### config.mk
export PLATFORM = sky130hd
export DESIGN_NAME = mbq_hist_mem
export DESIGN_NICKNAME = d
export VERILOG_FILES = /design/src/hw/rtl/mbq_pkg.sv /design/src/hw/rtl/mbq_hist_mem.sv
export SDC_FILE = /design/constraint.sdc
export NUM_CORES = 1
export LEC_CHECK = 0
export BUFFER_PORTS_ARGS = -buffer_cell sky130_fd_sc_hd__buf_2
export CORE_MARGIN = 2
export CORE_UTILIZATION = 35
export CTS_BUF_LIST = sky130_fd_sc_hd__clkbuf_2 sky130_fd_sc_hd__clkbuf_4 sky130_fd_sc_hd__clkbuf_8
export DETAILED_ROUTE_END_ITERATION = 7
export SYNTH_ARGS = -nofsm -noshare
export SYNTH_HDL_FRONTEND = slang
export SYNTH_SLANG_ARGS = --single-unit
### constraint.sdc
create_clock -name clk -period 2.25 [get_ports clk]
set_input_delay 0.225 -clock clk [delete_from_list [all_inputs] [get_ports clk]]
set_output_delay 0.225 -clock clk [all_outputs]
set_load 0.01 [all_outputs]
### src/hw/rtl/mbq_pkg.sv
`default_nettype none
// ----------------------------------------------------------------------------
// mbq_pkg: shared types and constants of the multichannel biquad filter
// Widths of the stream fields, the coefficient set, the per-channel history
// word and the configuration register map.
// ----------------------------------------------------------------------------
package mbq_pkg;

    localparam int CH_W           = 3;
    localparam int SAMPLE_W       = 24;
    localparam int COEF_W         = 32;
    localparam int ENABLE_W       = 8;
    localparam int REG_IDX_W      = 3;
    localparam int CFG_DATA_W     = 32;
    localparam int PROD_W         = COEF_W + SAMPLE_W;
    // Five products plus the rounding term, with headroom for the sign.
    localparam int ACC_W          = PROD_W + 4;

    localparam int SAMPLE_MAX     = 8388607;
    localparam int SAMPLE_MIN     = -8388608;

    localparam int DEF_CHANNELS       = 8;
    localparam int DEF_COEF_FRAC_BITS = 28;

    localparam logic [COEF_W-1:0]   B0_RESET     = 32'h1000_0000;
    localparam logic [ENABLE_W-1:0] ENABLE_RESET = '0;

    typedef enum logic [REG_IDX_W-1:0] {
        REG_B0     = 3'd0,
        REG_B1     = 3'd1,
        REG_B2     = 3'd2,
        REG_A1     = 3'd3,
        REG_A2     = 3'd4,
        REG_ENABLE = 3'd5
    } reg_index_t;

    typedef struct packed {
        logic signed [COEF_W-1:0] b0;
        logic signed [COEF_W-1:0] b1;
        logic signed [COEF_W-1:0] b2;
        logic signed [COEF_W-1:0] a1;
        logic signed [COEF_W-1:0] a2;
    } coef_set_t;

    // One history word per channel: two past inputs and two past outputs.
    typedef struct packed {
        logic signed [SAMPLE_W-1:0] x1;
        logic signed [SAMPLE_W-1:0] x2;
        logic signed [SAMPLE_W-1:0] y1;
        logic signed [SAMPLE_W-1:0] y2;
    } hist_t;

    typedef struct packed {
        logic            en;
        logic [CH_W-1:0] ch;
        hist_t           data;
    } hist_wr_t;

endpackage

`default_nettype wire

### src/hw/rtl/mbq_hist_mem.sv
`default_nettype none
// ----------------------------------------------------------------------------
// mbq_hist_mem: per-channel filter history memory
// One entry per channel, one read and one write port, registered read data.
// Per-entry valid bits make unwritten entries read as zero after reset, and
// a same-cycle write to the entry being read is passed straight through.
// ----------------------------------------------------------------------------
module mbq_hist_mem import mbq_pkg::*; #(
    parameter int CHANNELS = DEF_CHANNELS
) (
    input  wire logic            clk,
    input  wire logic            rst_n,
    input  wire logic            rd_en,
    input  wire logic [CH_W-1:0] rd_ch,
    output hist_t                rd_data,
    input  wire hist_wr_t        wr
);

    localparam int MEM_DEPTH = (CHANNELS < 8) ? CHANNELS : 8;
    localparam int ADDR_W    = (MEM_DEPTH > 1) ? $clog2(MEM_DEPTH) : 1;

    hist_t                  hist_mem_reg [MEM_DEPTH];
    logic [MEM_DEPTH-1:0]   valid_reg;
    hist_t                  rd_data_reg;
    logic [ADDR_W-1:0]      rd_addr;
    logic [ADDR_W-1:0]      wr_addr;

    assign rd_addr = rd_ch[ADDR_W-1:0];
    assign wr_addr = wr.ch[ADDR_W-1:0];
    assign rd_data = rd_data_reg;

    always_ff @(posedge clk)
    begin
        if (wr.en)
        begin
            hist_mem_reg[wr_addr] <= wr.data;
        end
    end

    always_ff @(posedge clk or negedge rst_n)
    begin
        if (!rst_n)
        begin
            valid_reg <= '0;
        end
        else if (wr.en)
        begin
            valid_reg[wr_addr] <= 1'b1;
        end
    end

    always_ff @(posedge clk)
    begin
        if (rd_en)
        begin
            if (wr.en && (wr_addr == rd_addr))
            begin
                rd_data_reg <= wr.data;
            end
            else if (valid_reg[rd_addr])
            begin
                rd_data_reg <= hist_mem_reg[rd_addr];
            end
            else
            begin
                rd_data_reg <= '0;
            end
        end
    end

endmodule

`default_nettype wire

==> impl_metrics.toml <==
[outcome]
status = "completed"

[grt]
antenna_found_initial = 8
grt_pass1_wl_um = 114000
grt_pass1_vias = 17493
grt_usage = 0.158
grt.overflow.total = 0
grt_max_degree = 97

[sta]
setup_viol = 0
tightest_slew_ps = 897
clock_skew_ps = 39.0
fin_crit_sh = 0.951
final-hold-violation-count = 0
fin_ws_ps = 110
final-max-slew-violation-count = 0
period_minus_slack_ps = 2140
rsz0062_at_grt = "false"
fmax_ghz = 0.467
relSlewSlack = 0.402

[clock_network]
cts.sinks = 872
post_cts_buffers = 0
cts-htree-levels = 4
clk_pin_slew_ps = 60
cts_tree = "done"
cts_inserted_buffers = 147
cts.path.max_buffers = 3
clock_latency_ps = 810
clock-root-buffer = "clkbuf_8"

[synthesis]
synth_area_leaders = "edfxtp_1 79%, mux4_2 13%, mux2i_1 2.9%, nand2_1 1.1%, o21ai_2 1.1%"
synth_seq_area_share = 0.793
synthArstFlopShare = 0.00917
syn_avg_cell_area_um2 = 22.6
yosysMostFrequentCell = "edfxtp_1"
synth_flop_cell = "edfxtp_1"
synth_top_area_frac = 0.786
synth_edf_count = 864
yosys.area.top_type = "edfxtp_1"
syn-cell-area_um2 = 33000
ys_warn_count = 0
ys_types = 23
ys_ff_latch = 872
postSynthCellCount = 1461
yosys-top-cells-count = "864 x edfxtp_1, 193 x mux4_2, 98 x nand2_1"
syn-num-nets = 1567

[setup_path]
cpMostUsedCell = "buf_16"
rr_startpoint = "valid_reg[7]"
crit_type = "flip-flop to flip-flop"
cp.required_ps = 2760
cp-startpoint = "valid_reg[7]"
slowest_delay_ps = 480
cp-start-kind = "flip-flop"
cp_top_family = "buffers and inverters"
critical_path_buf_inv_count = 2
arrival_ps = 2650
slowest_stage = "mux4_2"
end_kind = "flip-flop"
path_max_fanout = 29
path_cells = "mux4_2 > nor2b_1 > or4_4 > buf_16 > buf_16 > o21ai_0"

[pwr]
p_per_area_nw_per_um2 = 882
ir_drop_mv = 0.453
leakage_nw = 13.5
finalPower_mw = 35.6

[drt]
drt_iter0_drc = 1509
viasPerCell = 4.97
wl_um = 76400
vias = 16329
wl_per_cell_um = 23.2
wl_met1_um = 33700
post-route-drc-count = 0
first_pass_iters = 8
met2WireLength_um = 36300
top_layer = "met5"
antenna_left = 0
route.met3.wl_um = 4850

[worst_hold_path]
hold_class = "input pin to flip-flop"
min_from = "wr[96]"

[placed_design]
finalWeightedCongestion = 0.698
dpl-instance-area_um2 = 36400
place_hpwl_um = 40600
portBuffers = 201
place_ws_ps = -16.1

[die]
fp.dieH_um = 311
num_io_pins = 202
start_util = 0.353
die-area_um2 = 96700
die_x_um = 311
core-area_um2 = 93300
num_rows = 112

[finish]
largest_reg_flops = 768
register_area_um2 = 26100
postLayoutCellArea_um2 = 40400
drive_above_1_share = 0.376
syn2layout_area_growth_pct = 22.5
nFillCells = 8093
multiInputGateArea_um2 = 6600
nets = 2020

[job]
drv_cap = 0
==> per-layer routing <==
| layer | track usage | vias up |
|---|---|---|
| li1 | - | 7038 |
| met3 | 0.0399 | 133 |
| met4 | 0.0503 | 14 |
| met5 | 0 | - |
| met1 | 0.218 | 8598 |
| met2 | 0.248 | 546 |
==> worst min-delay path, delay by kind of cell <==
kind	cells	cell delay, ps
buffers and inverters	2	270
AND/OR/NAND/NOR	2	200
==> area by class of cell <==
type | instances | area share
flip-flops and latches | 872 | 0.647
multi-input cells | 512 | 0.163
repair buffers | 381 | 0.0772
clock buffers | 197 | 0.0597
well taps | 1254 | 0.0388
clock inverters | 69 | 0.0137
diodes | 1 | 0.0000619
==> what timing repair did <==
action,CTS,global route
hold buffers,102,0
endpoints found under the setup margin,7,8
gates cloned,1,0
hold endpoints to repair,894,0
gates resized for setup,1,2
==> per-stage QoR <==
| step | hold slack [ps] | util | std cells | TNS, ps |
|---|---|---|---|---|
| 2_1_floorplan | -70.6 | - | 1461 | -169070 |
| 3_3_place_gp | 68.6 | 0.390 | 2916 | -37.7 |
| 3_5_place_dp | 73.1 | 0.390 | 2916 | -24.5 |
| 4_1_cts | 10.2 | 0.433 | 3285 | 0 |
| 5_1_grt | 67.8 | 0.433 | 3285 | 0 |
| 6_report | 103 | 0.433 | 3286 | 0 |
==> report_power, final <==
part	internal (mW)	leakage, nW	total [mW]	switching, mW
logic	1.15	3.91	2.56	1.41
registers	18.7	8.01	18.9	0.225
clock network	7.83	1.54	14.2	6.35
total	27.7	13.5	35.6	7.98
==> kinds of logic (layout without fill, tap and decap cells) <==
family	count (synthesis)	after routing	share of synthesized area
xor gates and xnor gates	3	3	0.000797
and+or+nand+nor	122	122	0.0153
buffers and inverters	77	647	0.0108
AOI/OAI and AO/OA	97	97	0.0194
muxes	290	290	0.161
DFF	872	872	0.793
other	0	1	0
==> final timing paths <==
check,end,slack (ps),cells past startpoint
hold / removal,hist_mem_reg[5][33],100,4
hold reg to reg,valid_reg[2],470,1
min in group asynchronous,valid_reg[5],430,3
max in group asynchronous,valid_reg[4],1550,3
setup / recovery,rd_data[10],110,6
setup reg to reg,rd_data[10],110,6
==> cell usage in the layout, fill, tap and decap left out, types with 3 or more instances in the layout <==
| master | n |
|---|---|
| dlygate4sd3_1 | 102 |
| clkinv_1 | 38 |
| clkinv_2 | 8 |
| buf_2 | 197 |
| nand2_1 | 97 |
| bufinv_16 | 7 |
| or2_2 | 8 |
| buf_4 | 43 |
| clkinvlp_4 | 5 |
| buf_12 | 33 |
| mux2i_1 | 96 |
| dfrtp_1 | 8 |
| clkbuf_8 | 150 |
| inv_8 | 5 |
| mux4_2 | 193 |
| o21ai_0 | 56 |
| o21ai_2 | 40 |
| edfxtp_1 | 864 |
| nor2_4 | 6 |
| clkbuf_4 | 48 |
| xnor2_1 | 3 |
| nand2b_4 | 3 |
No activity file was read; power rests on OpenSTA's default activity.
